`config.mk`:
```
export PLATFORM = sky130hd
export DESIGN_NAME = link_frame_exchange_slave
export DESIGN_NICKNAME = d
export VERILOG_FILES = /design/src/hdl/lfx_pkg.sv /design/src/hdl/link_frame_exchange_slave.sv /design/src/hdl/lfx_ram.sv /design/src/hdl/lfx_queue.sv
export SDC_FILE = /design/constraint.sdc
export NUM_CORES = 2
export LEC_CHECK = 0
export BUFFER_PORTS_ARGS = -buffer_cell sky130_fd_sc_hd__buf_2
export CORE_AREA = 4 4 464 696
export CTS_CLUSTER_DIAMETER = 50
export DETAILED_ROUTE_END_ITERATION = 6
export DIE_AREA = 0 0 468 700
export PLACE_DENSITY = 0.39
export SLEW_MARGIN = 10
export SYNTH_ARGS = -nofsm -noshare
export SYNTH_HDL_FRONTEND = slang
export SYNTH_HIERARCHICAL = 1
export SYNTH_SLANG_ARGS = --single-unit
```
`constraint.sdc`:
```
create_clock -name clk -period 4.6 [get_ports clk]
set_input_delay 0.69 -clock clk [delete_from_list [all_inputs] [get_ports clk]]
set_output_delay 0.69 -clock clk [all_outputs]
set_load 0.01 [all_outputs]
```
`src/hdl/lfx_pkg.sv`:
```
package lfx_pkg;

    // queue geometry
    localparam int QUEUE_DEPTH = 64;
    localparam int PTR_W       = $clog2(QUEUE_DEPTH);
    localparam int CNT_W       = PTR_W;

    // field widths
    localparam int WORD_W  = 16;
    localparam int LEN_W   = 6;
    localparam int LEVEL_W = 6;
    localparam int CMD_W   = 2;
    localparam int S_DW    = 16;
    localparam int M_DW    = 48;

    // configuration port
    localparam int APB_AW = 4;
    localparam int APB_DW = 32;

    localparam logic [1:0] REG_MARKER = 2'd0;
    localparam logic [1:0] REG_FRAME  = 2'd1;
    localparam logic [1:0] REG_FILL   = 2'd2;

    localparam logic [WORD_W-1:0] MARKER_RST = 16'h102A;
    localparam logic [LEN_W-1:0]  FRAME_RST  = 6'd8;
    localparam logic [WORD_W-1:0] FILL_RST   = 16'hFFFF;

    typedef enum logic [CMD_W-1:0] {
        CMD_LINK = 2'd0,
        CMD_PUSH = 2'd1,
        CMD_POP  = 2'd2,
        CMD_NOP  = 2'd3
    } cmd_t;

    typedef enum logic [1:0] {
        REPLY_STANDBY = 2'd0,
        REPLY_QUEUED  = 2'd1,
        REPLY_IDLE    = 2'd2
    } reply_mode_t;

    typedef struct packed {
        logic             full;
        logic             empty;
        logic [CNT_W-1:0] count;
    } queue_status_t;

    function automatic logic [LEVEL_W-1:0] level_out(input logic [CNT_W-1:0] c);
        logic [31:0] w;
        w = 32'(c);
        return w[LEVEL_W-1:0];
    endfunction

endpackage

```
`src/hdl/link_frame_exchange_slave.sv`:
```
// slave side of a framed word exchange over a serial link
//
// input stream (s_*): one transaction per link word or host access, the
// command in tuser selects a received link word, a host push into the send
// queue, a host pop from the receive queue, or no operation; tdata carries the word
// output stream (m_*): exactly one result transaction per input transaction,
// carrying the reply word loaded for the link, the popped word, both queue
// levels, the overflow flag and the frame status
// configuration: apb-style port, marker at 0x0, frame length at 0x4, idle
// fill word at 0x8; pready is always high, reads return the register value
// timing: an accepted transaction waits for the registered read of the queue
// memories, then loads the output register once it is free; a new transaction
// is accepted only after the previous result has been loaded
// reset: queues empty, standby, registers at their reset values; no clearing
// pass is needed because queue entries are only read after being written
// stall: a waiting result sits in the output register while the next item is
// accepted and processed; its result then waits until the register frees
module link_frame_exchange_slave (
    input  logic                        clk,
    input  logic                        rst_n,
    input  logic                        s_tvalid,
    output logic                        s_tready,
    // data [15:0]
    input  logic [lfx_pkg::S_DW-1:0]    s_tdata,
    // command [1:0]
    input  logic [lfx_pkg::CMD_W-1:0]   s_tuser,
    // tx_word [15:0], tx_load [16], read_word [32:17], read_valid [33],
    // send_level [39:34], recv_level [45:40], overflow [46], in_frame [47]
    output logic                        m_tvalid,
    input  logic                        m_tready,
    output logic [lfx_pkg::M_DW-1:0]    m_tdata,
    input  logic                        psel,
    input  logic                        penable,
    input  logic                        pwrite,
    input  logic [lfx_pkg::APB_AW-1:0]  paddr,
    input  logic [lfx_pkg::APB_DW-1:0]  pwdata,
    output logic [lfx_pkg::APB_DW-1:0]  prdata,
    output logic                        pready
);
    import lfx_pkg::*;

    typedef enum logic [1:0] {
        ST_IDLE = 2'b01,
        ST_WAIT = 2'b10
    } state_t;

    // configuration registers
    logic [WORD_W-1:0] marker_reg;
    logic [LEN_W-1:0]  frame_reg;
    logic [WORD_W-1:0] fill_reg;
    logic              cfg_wr;
    logic [1:0]        cfg_idx;

    // link protocol state
    state_t            state_reg, state_next;
    logic              receiving_reg, receiving_next;
    logic [LEN_W-1:0]  rx_rem_reg, rx_rem_next;
    reply_mode_t       mode_reg, mode_next;
    logic [LEN_W-1:0]  reply_rem_reg, reply_rem_next;

    // pending result pieces, completed once the memory read returns
    logic              pend_tx_load_reg, pend_tx_load_next;
    logic              pend_tx_ram_reg, pend_tx_ram_next;
    logic [WORD_W-1:0] pend_tx_word_reg, pend_tx_word_next;
    logic              pend_rd_ram_reg, pend_rd_ram_next;
    logic              pend_ovf_reg, pend_ovf_next;

    // output register
    logic              m_tvalid_reg, m_tvalid_next;
    logic [M_DW-1:0]   m_tdata_reg, m_tdata_next;

    // decode of the accepted transaction
    logic              accept, link, start, recv_push, send_push, send_pop, recv_pop;
    logic              reply_active, out_load;
    cmd_t              cmd;
    logic [WORD_W-1:0] word;
    logic [LEN_W-1:0]  len, reply_rem_eff, reply_rem_dec;
    reply_mode_t       mode_eff;

    logic [WORD_W-1:0] send_rdata, recv_rdata, tx_word_out, rd_word_out;
    queue_status_t     send_st, recv_st;

    // ---------------------------------------------------------------
    // configuration port
    // ---------------------------------------------------------------
    assign pready  = 1'b1;
    assign cfg_wr  = psel && penable && pwrite && pready;
    assign cfg_idx = paddr[3:2];

    always_ff @(posedge clk or negedge rst_n)
    begin
        if (!rst_n)
        begin
            marker_reg <= MARKER_RST;
            frame_reg  <= FRAME_RST;
            fill_reg   <= FILL_RST;
        end
        else if (cfg_wr)
        begin
            unique case (cfg_idx)
                REG_MARKER: marker_reg <= pwdata[WORD_W-1:0];
                REG_FRAME:  frame_reg  <= pwdata[LEN_W-1:0];
                REG_FILL:   fill_reg   <= pwdata[WORD_W-1:0];
                default:    ;
            endcase
        end
    end

    always_comb
    begin
        unique case (cfg_idx)
            REG_MARKER: prdata = APB_DW'(marker_reg);
            REG_FRAME:  prdata = APB_DW'(frame_reg);
            REG_FILL:   prdata = APB_DW'(fill_reg);
            default:    prdata = '0;
        endcase
    end

    // ---------------------------------------------------------------
    // decode and link protocol, evaluated in the accept cycle
    // ---------------------------------------------------------------
    assign s_tready = (state_reg == ST_IDLE);
    assign accept   = s_tvalid && s_tready;
    assign cmd      = cmd_t'(s_tuser);
    assign word     = s_tdata[WORD_W-1:0];

    // a frame length of zero counts as one
    assign len = (frame_reg == '0) ? LEN_W'(1) : frame_reg;

    assign link      = accept && (cmd == CMD_LINK);
    assign start     = link && !receiving_reg && (word == marker_reg);
    assign recv_push = link && receiving_reg;
    assign send_push = accept && (cmd == CMD_PUSH);
    assign recv_pop  = accept && (cmd == CMD_POP);

    // reply mode is chosen on the marker and the first reply word goes out on it
    always_comb
    begin
        if (start)
        begin
            mode_eff      = (32'(send_st.count) >= 32'(len)) ? REPLY_QUEUED : REPLY_IDLE;
            reply_rem_eff = len;
        end
        else
        begin
            mode_eff      = mode_reg;
            reply_rem_eff = reply_rem_reg;
        end
    end

    assign reply_active  = link && (mode_eff != REPLY_STANDBY);
    assign send_pop      = reply_active && (mode_eff == REPLY_QUEUED);
    assign reply_rem_dec = reply_rem_eff - 1'b1;

    always_comb
    begin
        receiving_next = receiving_reg;
        rx_rem_next    = rx_rem_reg;
        mode_next      = mode_reg;
        reply_rem_next = reply_rem_reg;

        if (start)
        begin
            receiving_next = 1'b1;
            rx_rem_next    = len;
        end
        else if (recv_push)
        begin
            // a dropped word still counts toward the frame
            rx_rem_next = rx_rem_reg - 1'b1;
            if (rx_rem_next == '0)
            begin
                receiving_next = 1'b0;
            end
        end

        if (reply_active)
        begin
            reply_rem_next = reply_rem_dec;
            mode_next      = (reply_rem_dec == '0) ? REPLY_STANDBY : mode_eff;
        end
        else if (link)
        begin
            mode_next = REPLY_STANDBY;
        end
    end

    // ---------------------------------------------------------------
    // sequencing and result assembly
    // ---------------------------------------------------------------
    assign out_load = (state_reg == ST_WAIT) && (!m_tvalid_reg || m_tready);

    always_comb
    begin
        state_next        = state_reg;
        pend_tx_load_next = pend_tx_load_reg;
        pend_tx_ram_next  = pend_tx_ram_reg;
        pend_tx_word_next = pend_tx_word_reg;
        pend_rd_ram_next  = pend_rd_ram_reg;
        pend_ovf_next     = pend_ovf_reg;

        unique case (state_reg)
            ST_IDLE:
            begin
                if (accept)
                begin
                    state_next        = ST_WAIT;
                    pend_tx_load_next = reply_active;
                    pend_tx_ram_next  = send_pop && !send_st.empty;
                    // idle fill, or zero when queued mode finds the queue empty
                    pend_tx_word_next = (reply_active && (mode_eff == REPLY_IDLE))
                                        ? fill_reg : '0;
                    pend_rd_ram_next  = recv_pop && !recv_st.empty;
                    pend_ovf_next     = (send_push && send_st.full)
                                        || (recv_push && recv_st.full);
                end
            end
            ST_WAIT:
            begin
                if (out_load)
                begin
                    state_next = ST_IDLE;
                end
            end
            default:
            begin
                state_next = ST_IDLE;
            end
        endcase
    end

    assign tx_word_out = pend_tx_ram_reg ? send_rdata : pend_tx_word_reg;
    assign rd_word_out = pend_rd_ram_reg ? recv_rdata : '0;

    // levels and frame status are read after the step has updated them
    always_comb
    begin
        m_tvalid_next = m_tvalid_reg;
        m_tdata_next  = m_tdata_reg;
        if (out_load)
        begin
            m_tvalid_next = 1'b1;
            m_tdata_next  = {receiving_reg,
                             pend_ovf_reg,
                             level_out(recv_st.count),
                             level_out(send_st.count),
                             pend_rd_ram_reg,
                             rd_word_out,
                             pend_tx_load_reg,
                             tx_word_out};
        end
        else if (m_tready)
        begin
            m_tvalid_next = 1'b0;
        end
    end

    always_ff @(posedge clk or negedge rst_n)
    begin
        if (!rst_n)
        begin
            state_reg     <= ST_IDLE;
            receiving_reg <= 1'b0;
            rx_rem_reg    <= '0;
            mode_reg      <= REPLY_STANDBY;
            reply_rem_reg <= '0;
            m_tvalid_reg  <= 1'b0;
        end
        else
        begin
            state_reg     <= state_next;
            receiving_reg <= receiving_next;
            rx_rem_reg    <= rx_rem_next;
            mode_reg      <= mode_next;
            reply_rem_reg <= reply_rem_next;
            m_tvalid_reg  <= m_tvalid_next;
        end
    end

    always_ff @(posedge clk)
    begin
        pend_tx_load_reg <= pend_tx_load_next;
        pend_tx_ram_reg  <= pend_tx_ram_next;
        pend_tx_word_reg <= pend_tx_word_next;
        pend_rd_ram_reg  <= pend_rd_ram_next;
        pend_ovf_reg     <= pend_ovf_next;
        m_tdata_reg      <= m_tdata_next;
    end

    assign m_tvalid = m_tvalid_reg;
    assign m_tdata  = m_tdata_reg;

    // ---------------------------------------------------------------
    // queues: send (host to link) and receive (link to host)
    // ---------------------------------------------------------------
    lfx_queue u_send_q (
        .clk    (clk),
        .rst_n  (rst_n),
        .push   (send_push),
        .pop    (send_pop),
        .wdata  (word),
        .rdata  (send_rdata),
        .status (send_st)
    );

    lfx_queue u_recv_q (
        .clk    (clk),
        .rst_n  (rst_n),
        .push   (recv_push),
        .pop    (recv_pop),
        .wdata  (word),
        .rdata  (recv_rdata),
        .status (recv_st)
    );

endmodule

```
`src/hdl/lfx_ram.sv`:
```
module lfx_ram #(
    parameter int WIDTH = 16,
    parameter int DEPTH = 64
) (
    input  logic                     clk,
    input  logic                     we,
    input  logic [$clog2(DEPTH)-1:0] waddr,
    input  logic [WIDTH-1:0]         wdata,
    input  logic                     re,
    input  logic [$clog2(DEPTH)-1:0] raddr,
    output logic [WIDTH-1:0]         rdata
);

    logic [WIDTH-1:0] mem_reg [DEPTH];
    logic [WIDTH-1:0] rdata_reg;

    always_ff @(posedge clk)
    begin
        if (we)
        begin
            mem_reg[waddr] <= wdata;
        end
        if (re)
        begin
            rdata_reg <= mem_reg[raddr];
        end
    end

    assign rdata = rdata_reg;

endmodule

```
`src/hdl/lfx_queue.sv`:
```
module lfx_queue (
    input  logic                         clk,
    input  logic                         rst_n,
    input  logic                         push,
    input  logic                         pop,
    input  logic [lfx_pkg::WORD_W-1:0]   wdata,
    output logic [lfx_pkg::WORD_W-1:0]   rdata,
    output lfx_pkg::queue_status_t       status
);
    import lfx_pkg::*;

    logic [PTR_W-1:0] head_reg, head_next;
    logic [PTR_W-1:0] tail_reg, tail_next;
    logic [CNT_W-1:0] count_reg, count_next;
    logic             full, empty, push_ok, pop_ok;

    assign full    = (32'(count_reg) == QUEUE_DEPTH - 1);
    assign empty   = (count_reg == '0);
    assign push_ok = push && !full;
    assign pop_ok  = pop && !empty;

    // ring pointers wrap at the depth, which need not be a power of two
    always_comb
    begin
        head_next  = head_reg;
        tail_next  = tail_reg;
        count_next = count_reg;
        if (push_ok)
        begin
            tail_next = (32'(tail_reg) == QUEUE_DEPTH - 1) ? '0 : tail_reg + 1'b1;
        end
        if (pop_ok)
        begin
            head_next = (32'(head_reg) == QUEUE_DEPTH - 1) ? '0 : head_reg + 1'b1;
        end
        unique case ({push_ok, pop_ok})
            2'b10:   count_next = count_reg + 1'b1;
            2'b01:   count_next = count_reg - 1'b1;
            default: count_next = count_reg;
        endcase
    end

    always_ff @(posedge clk or negedge rst_n)
    begin
        if (!rst_n)
        begin
            head_reg  <= '0;
            tail_reg  <= '0;
            count_reg <= '0;
        end
        else
        begin
            head_reg  <= head_next;
            tail_reg  <= tail_next;
            count_reg <= count_next;
        end
    end

    lfx_ram #(
        .WIDTH (WORD_W),
        .DEPTH (QUEUE_DEPTH)
    ) u_ram (
        .clk   (clk),
        .we    (push_ok),
        .waddr (tail_reg),
        .wdata (wdata),
        .re    (pop_ok),
        .raddr (head_reg),
        .rdata (rdata)
    );

    assign status.full  = full;
    assign status.empty = empty;
    assign status.count = count_reg;

endmodule

```
# Yosys cells after proc, flatten, opt, wreduce, memory -nomap -nowiden
# Memories as Yosys holds them, arrays and structs flattened. A register that Yosys moved wholly into a read port is not among the register bits.
# Index checks and enable logic that the tools add are counted.
# op_classes
div_mod_pow	0
mul	0
addsub	10
eq_ne	21
mux	29
reduce_logical	47
bitwise	0
shifts	0
magnitude_cmp	1
# op_table
operator	count
$mux 6	8
$pmux 16 s3	1
$add 6x1->6 const B	6
$eq 6x6->1 const B	6
$logic_not 6->1	5
$pmux 6 s2	2
$sub 6x1->6 const B	4
$logic_and 1x1->1	19
$eq 16x16->1	1
$mux 16	1
$mux 2	7
$reduce_bool 2->1	7
$eq 2x1->1 const B	6
$eq 2x2->1 const B	6
$reduce_and 2->1	6
$mux 1	9
$ge 6x6->1	1
$logic_not 1->1	6
$logic_not 2->1	2
$pmux 2 s2	1
$logic_or 1x1->1	2
$ne 2x1->1 const B	1
$ne 2x2->1 const B	1
# word_totals
output_inout_bits	83
latchBits	0
romBits	0
mem_count	2
ram_bits	2048
register_bits	160
word_cells	132
# memory_table
name	words	width	rd	rd_clocked_by_memory_dff	wr	line	rtl
u_recv_q.u_ram.mem_reg	64	16	1	1	1	lfx_ram.sv:14	logic [WIDTH-1:0] mem_reg [DEPTH];
u_send_q.u_ram.mem_reg	64	16	1	1	1	lfx_ram.sv:14	

# Longest topological paths before layout
# depth
word_depth	12
depth_mapped	20
depth_no_buf	19

# By module
# The synthesis kept the hierarchy.
# modules_own_cells
module	instances	area_each_um2	cells_per_inst
lfx_ram	2	40202.3	1829
link_frame_exchange_slave	1	5918.2	461
lfx_queue	2	1079.8	106

# Least setup slack after synthesis
# No wires, ideal clock.
# synth_path
path_kind	flip-flop to flip-flop
start	register frame_reg[3]
end	register u_send_q.count_reg[5]
period_less_slack_ps	4171
arrival_ps	4046
path_buffers	1
required_ps	4475
setup_slack_ps	429
stages_incl_launch_ff	21
setup_ps	125
cell_sequence	dfstp_2 clkbuf_1 nor2_1 nand3_1 o21bai_1 ha_1 nand2b_1 a21oi_1 nor2b_1 o21ai_1 a21oi_1 a21oi_1 nor2b_1 o31ai_4 inv_2 ha_1 ha_1 a211oi_1 nor2_1 mux2_2 a2111oi_0
# synth_via
elab_chain_len	11
word_cells_on_any_way	14
classes_between	order compare (1); eq/ne (3); mux (4); reduce/logical (6)
# synth_lines
item	line	rtl
from (decl)	link_frame_exchange_slave.sv:49	logic [LEN_W-1:0] frame_reg;
from (signal assigned)	link_frame_exchange_slave.sv:102	REG_FRAME: frame_reg <= pwdata[LEN_W-1:0];
$logic_not 6->1	link_frame_exchange_slave.sv:128	assign len = (frame_reg == '0) ? LEN_W'(1) : frame_reg;
$mux 6 (*)	link_frame_exchange_slave.sv:128	
$ge 6x6->1 (*)	link_frame_exchange_slave.sv:141	mode_eff = (32'(send_st.count) >= 32'(len)) ? REPLY_QUEUED : REPLY_IDLE;
$mux 2 (*)	link_frame_exchange_slave.sv:141	
$mux 2 (*)	link_frame_exchange_slave.sv:139	if (start)
$reduce_bool 2->1	link_frame_exchange_slave.sv:151	assign reply_active = link && (mode_eff != REPLY_STANDBY);
$logic_and 1x1->1	link_frame_exchange_slave.sv:151	
$logic_and 1x1->1 (*)	link_frame_exchange_slave.sv:152	assign send_pop = reply_active && (mode_eff == REPLY_QUEUED);
net send_pop	link_frame_exchange_slave.sv:73	logic accept, link, start, recv_push, send_push, send_pop, recv_pop;
$logic_and 1x1->1 (*)	lfx_queue.sv:20	assign pop_ok = pop && !empty;
net u_send_q.pop_ok	lfx_queue.sv:15	logic full, empty, push_ok, pop_ok;
$eq 2x1->1 or $eq 2x2->1 (tied branches)	lfx_queue.sv:36	unique case ({push_ok, pop_ok})
$pmux 6 s2 or $reduce_bool 2->1 (tied branches)	--	
to (signal assigned)	lfx_queue.sv:55	count_reg <= count_next;
to (decl)	lfx_queue.sv:14	logic [CNT_W-1:0] count_reg, count_next;
# The timed path passes the listed nets; every way through them passes the cells marked *.
# A chain may end at the register's enable or synchronous reset.

# Worst setup path in the final report
# layout_path
start	register marker_reg[5]
end	register u_send_q.count_reg[5]
# layout_via
elab_chain_len	9
word_cells_on_any_way	12
classes_between	eq/ne (4); mux (2); reduce/logical (6)
# layout_lines
item	line	rtl
from (decl)	link_frame_exchange_slave.sv:48	logic [WORD_W-1:0] marker_reg;
from (signal assigned)	link_frame_exchange_slave.sv:101	REG_MARKER: marker_reg <= pwdata[WORD_W-1:0];
$eq 16x16->1 (*)	link_frame_exchange_slave.sv:131	assign start = link && !receiving_reg && (word == marker_reg);
$logic_and 1x1->1 (*)	link_frame_exchange_slave.sv:131	
$mux 2 (*)	link_frame_exchange_slave.sv:139	
$reduce_bool 2->1	link_frame_exchange_slave.sv:151	
$logic_and 1x1->1	link_frame_exchange_slave.sv:151	
$logic_and 1x1->1 (*)	link_frame_exchange_slave.sv:152	
net send_pop	link_frame_exchange_slave.sv:73	
$logic_and 1x1->1 (*)	lfx_queue.sv:20	
net u_send_q.pop_ok	lfx_queue.sv:15	
$eq 2x1->1 or $eq 2x2->1 (tied branches)	lfx_queue.sv:36	
$pmux 6 s2 or $reduce_bool 2->1 (tied branches)	--	
# Marked as above.

==> results by group <==
STA
  • Finish-stage setup viols: 0
  • Worst slew margin relative to its limit: 0.254
  • Unrepaired setup endpoints after global routing: no
  • Maximum frequency from static timing analysis: 0.239 GHz
  • Slew at the pin with the worst max-slew slack: between 1000 and 1500 ps
  • Ratio of final minimum period to clock period: 0.908
  • Min Tclk post-route: ~4200 ps
  • Max Transition Viols Final: 0
  • Setup clock skew after layout: 34.4 ps
  • Number of failing hold endpoints at the final stage: 0

Drt
  • Drt total wl: ~270 mm
  • First drt pass iteration count: 5
  • Average wire per cell in the routed design: 29.4 um
  • DRC errors left: 0
  • Vias: 43500
  • DRC marker count from the first detailed-route iteration: 3105
  • Remaining antenna violation count after routing: 0
  • Avg Vias per Cell: 4.70

Worst setup path
  • Most repeated library cell on the critical path: sky130_fd_sc_hd__ha_1
  • Largest delay share family, worst path: simple AND/OR/NAND/NOR gates
  • Critical path class: reg2reg
  • Startpoint type of the worst setup path: register
  • Data arrival time of the worst path: 4920 ps
  • CP Capture Type: register
  • CP max-delay cell: sky130_fd_sc_hd__dfstp_2
  • Cells along the critical path: xnor2_1, nand4_1, nor3_4, buf_12, and4_1, nor3b_1, a21oi_1, nor2b_1, o31ai_4, inv_2, ha_1, ha_1, o211ai_1, nor2_1, mux2_2, a2111oi_0
  • Crit path buffers/inverters: 2
  • Delay contributed by the slowest stage of the critical path: slightly above 700 ps
  • Data required, critical path: 5340 ps
  • Worst-path fanout max: 5

Clock tree
  • Clock transition at the registers of the reported paths: 60 ps
  • Root buf cell: sky130_fd_sc_hd__clkbuf_16
  • TritonCTS clock tree: built
  • Buffer levels on the longest clock path: 4
  • # H-tree levels: 4
  • Number of post-CTS setup repair buffers: 0
  • CTS Buf Count: roughly 250
  • Latest clock arrival within the worst-skew pair: between 800 and 900 ps
  • Count of clock tree sinks: around 2200

Run status
  • Run status: finished, final reports clean

Global route
  • Largest net degree at the start of global routing: 129
  • GRT Total Usage: 0.164
  • Grt total ovfl: 0
  • Initial antenna violation count: 11
  • Wire length of the first global-routing pass: between 300 and 400 mm
  • Number of global-route vias before repair: 46200

Yosys
  • Warnings, synthesis: 6
  • Yosys cell types: 85
  • Summed instance area of the synthesized netlist: 0.0885 mm2
  • Synthesized netlist cell count: ~4300
  • Sequential area share after synthesis: 0.755
  • Avg Inst Size Synth: between 20 and 25 um2
  • Share of synthesized flip-flops with an asynchronous set or reset: 0.0411
  • Number of storage elements in the synthesis netlist: 2240
  • Number of enable flip-flop cells after synthesis: 2148
  • Flip-flop cell with the highest count after synthesis: sky130_fd_sc_hd__edfxtp_1

Placed design
  • Placed cell count: 8768
  • Routability-driven placement congestion ratio: 0.776
  • Port Buf Inserts: 108
  • Placed wire-length estimate after detailed placement: 175 mm

Finish
  • Non-filler cells in the finished layout: 9255
  • Footprint of the flip-flops and latches: 0.0669 mm2
  • Commonest cells after routing, fill and taps aside: 2148 x sky130_fd_sc_hd__edfxtp_1, 440 x sky130_fd_sc_hd__mux4_2, 330 x sky130_fd_sc_hd__buf_4
  • Most common cell after layout, fill and taps aside: sky130_fd_sc_hd__edfxtp_1
  • Final-stage net count: 4908
  • Multi-input logic area: between 0.015 and 0.02 mm2
  • Share of final-layout standard cells stronger than drive strength 1: 0.289
  • Area Overhead vs Synth: 17.4%
  • # fillers: between 30000 and 40000

Floorplan
  • Starting density of the core: 0.280
  • Core Region: 0.316 mm2
  • Horiz. Die Dim: 468 um
  • Height of the chip: about 700 um
  • Total I/O pin count: ~140
  • Floorplan die area: 0.328 mm2
  • Standard-cell row count: 253

Power and ir drop
  • Leak Pwr: 32.2 nW
  • Post-layout power: 43.4 mW
  • Worst supply voltage drop on vdd: 0.307 mV
  • Power density over the cells: 418 mW/mm2

Min path
  • Tightest Hold Check Type: in2reg

Flow run
  • Max-cap violations: 0
-- cell type report --
| cell class | count | area share |
|---|---|---|
| Antenna cell | 23 | 0.000554 |
| Clock buffer | 318 | 0.0642 |
| Clock inverter | 136 | 0.0114 |
| Inverter | 22 | 0.000795 |
| Multi-Input combinational cell | 1833 | 0.192 |
| Sequential cell | 2240 | 0.644 |
| Tap cell | 4207 | 0.0507 |
| Timing Repair Buffer | 476 | 0.0365 |
-- where the power goes --
part           internal [mW]  switching, mW
logic                  0.360          0.830
registers               22.6          0.293
clock network           11.2           8.21
total                   34.1           9.33
-- final timing paths --
path,startpoint,endpoint,slack (ps),cells past startpoint
min in group asynchronous,rst_n,reply_rem_reg[2],430,2
setup reg to reg,marker_reg[5],u_send_q/count_reg[5],420,16
hold reg to reg,pend_ovf_reg,m_tdata[46],420,0
hold / removal,pwdata[0],frame_reg[0],100,2
setup / recovery,marker_reg[5],u_send_q/count_reg[5],420,16
max in group asynchronous,rst_n,u_recv_q/head_reg[1],3190,3
-- logic make-up (layout without fill, tap and decap cells) --
logic type / after synthesis / count (layout) / share of synthesized area
simple gates: 632 / 632 / 0.0357
xor+xnor: 35 / 35 / 0.00346
other cells: 2 / 40 / 0.0000849
fa+ha+maj: 26 / 26 / 0.00385
mux: 751 / 751 / 0.150
buf+inv: 273 / 952 / 0.0205
compound gates: 372 / 372 / 0.0308
flops: 2240 / 2240 / 0.755
-- layer usage --
layer / GRT usage / wire length (um) / vias up
met3: 0.0203 / 9520 / 333
met2: 0.313 / 151000 / 849
met4: 0.0509 / 9160 / 0
met1: 0.188 / 102000 / 23500
li1: - / - / 18800
met5: 0 / 0 / -
-- timing repair --
| item | in CTS | in global routing |
|---|---|---|
| gates resized for setup | 0 | 6 |
| endpoints found under the setup margin | 0 | 1 |
| hold buffers | 10 | 0 |
| endpoints found under the hold margin | 54 | 0 |
-- per-stage QoR --
step / util / setup TNS, ps / cell area (um2) / setup slack (ps) / hold slack [ps]
global route: 0.328 / 0 / 104000 / 77.0 / 33.0
finish: 0.329 / 0 / 104000 / 423 / 102
global placement: 0.303 / -3780 / 95900 / -916 / 412
CTS: 0.328 / 0 / 104000 / 75.5 / 3.00
floorplan: - / 0 / 88500 / 429 / 394
detailed placement: 0.303 / 0 / 95900 / 17.8 / 410
-- worst reg2reg max path, cell delays in order, from the launching register on --
cell and delay (ps):
sky130_fd_sc_hd__dfstp_2 710, sky130_fd_sc_hd__xnor2_1 180, sky130_fd_sc_hd__nand4_1 180, sky130_fd_sc_hd__nor3_4 310
sky130_fd_sc_hd__buf_12 180, sky130_fd_sc_hd__and4_1 330, sky130_fd_sc_hd__nor3b_1 80, sky130_fd_sc_hd__a21oi_1 200
sky130_fd_sc_hd__nor2b_1 110, sky130_fd_sc_hd__o31ai_4 110, sky130_fd_sc_hd__inv_2 70, sky130_fd_sc_hd__ha_1 250
sky130_fd_sc_hd__ha_1 380, sky130_fd_sc_hd__o211ai_1 100, sky130_fd_sc_hd__nor2_1 180, sky130_fd_sc_hd__mux2_2 350
sky130_fd_sc_hd__a2111oi_0 350
-- cell usage after synthesis, drive strengths merged (55+ instances only) --
master  number  area, um2
nand3       57        285
nand2      180        693
nor2b       70        445
edfxtp    2148      64500
o21ai       58        298
buf        181       1460
a22oi       78        586
mux2       113       1270
a21oi       55        275
clkbuf      70        275
nor2       176        671
dfrtp       70       1750
mux2i      190       1910
mux4       448      10100
Note: power is estimated with default switching activity, not from simulation.
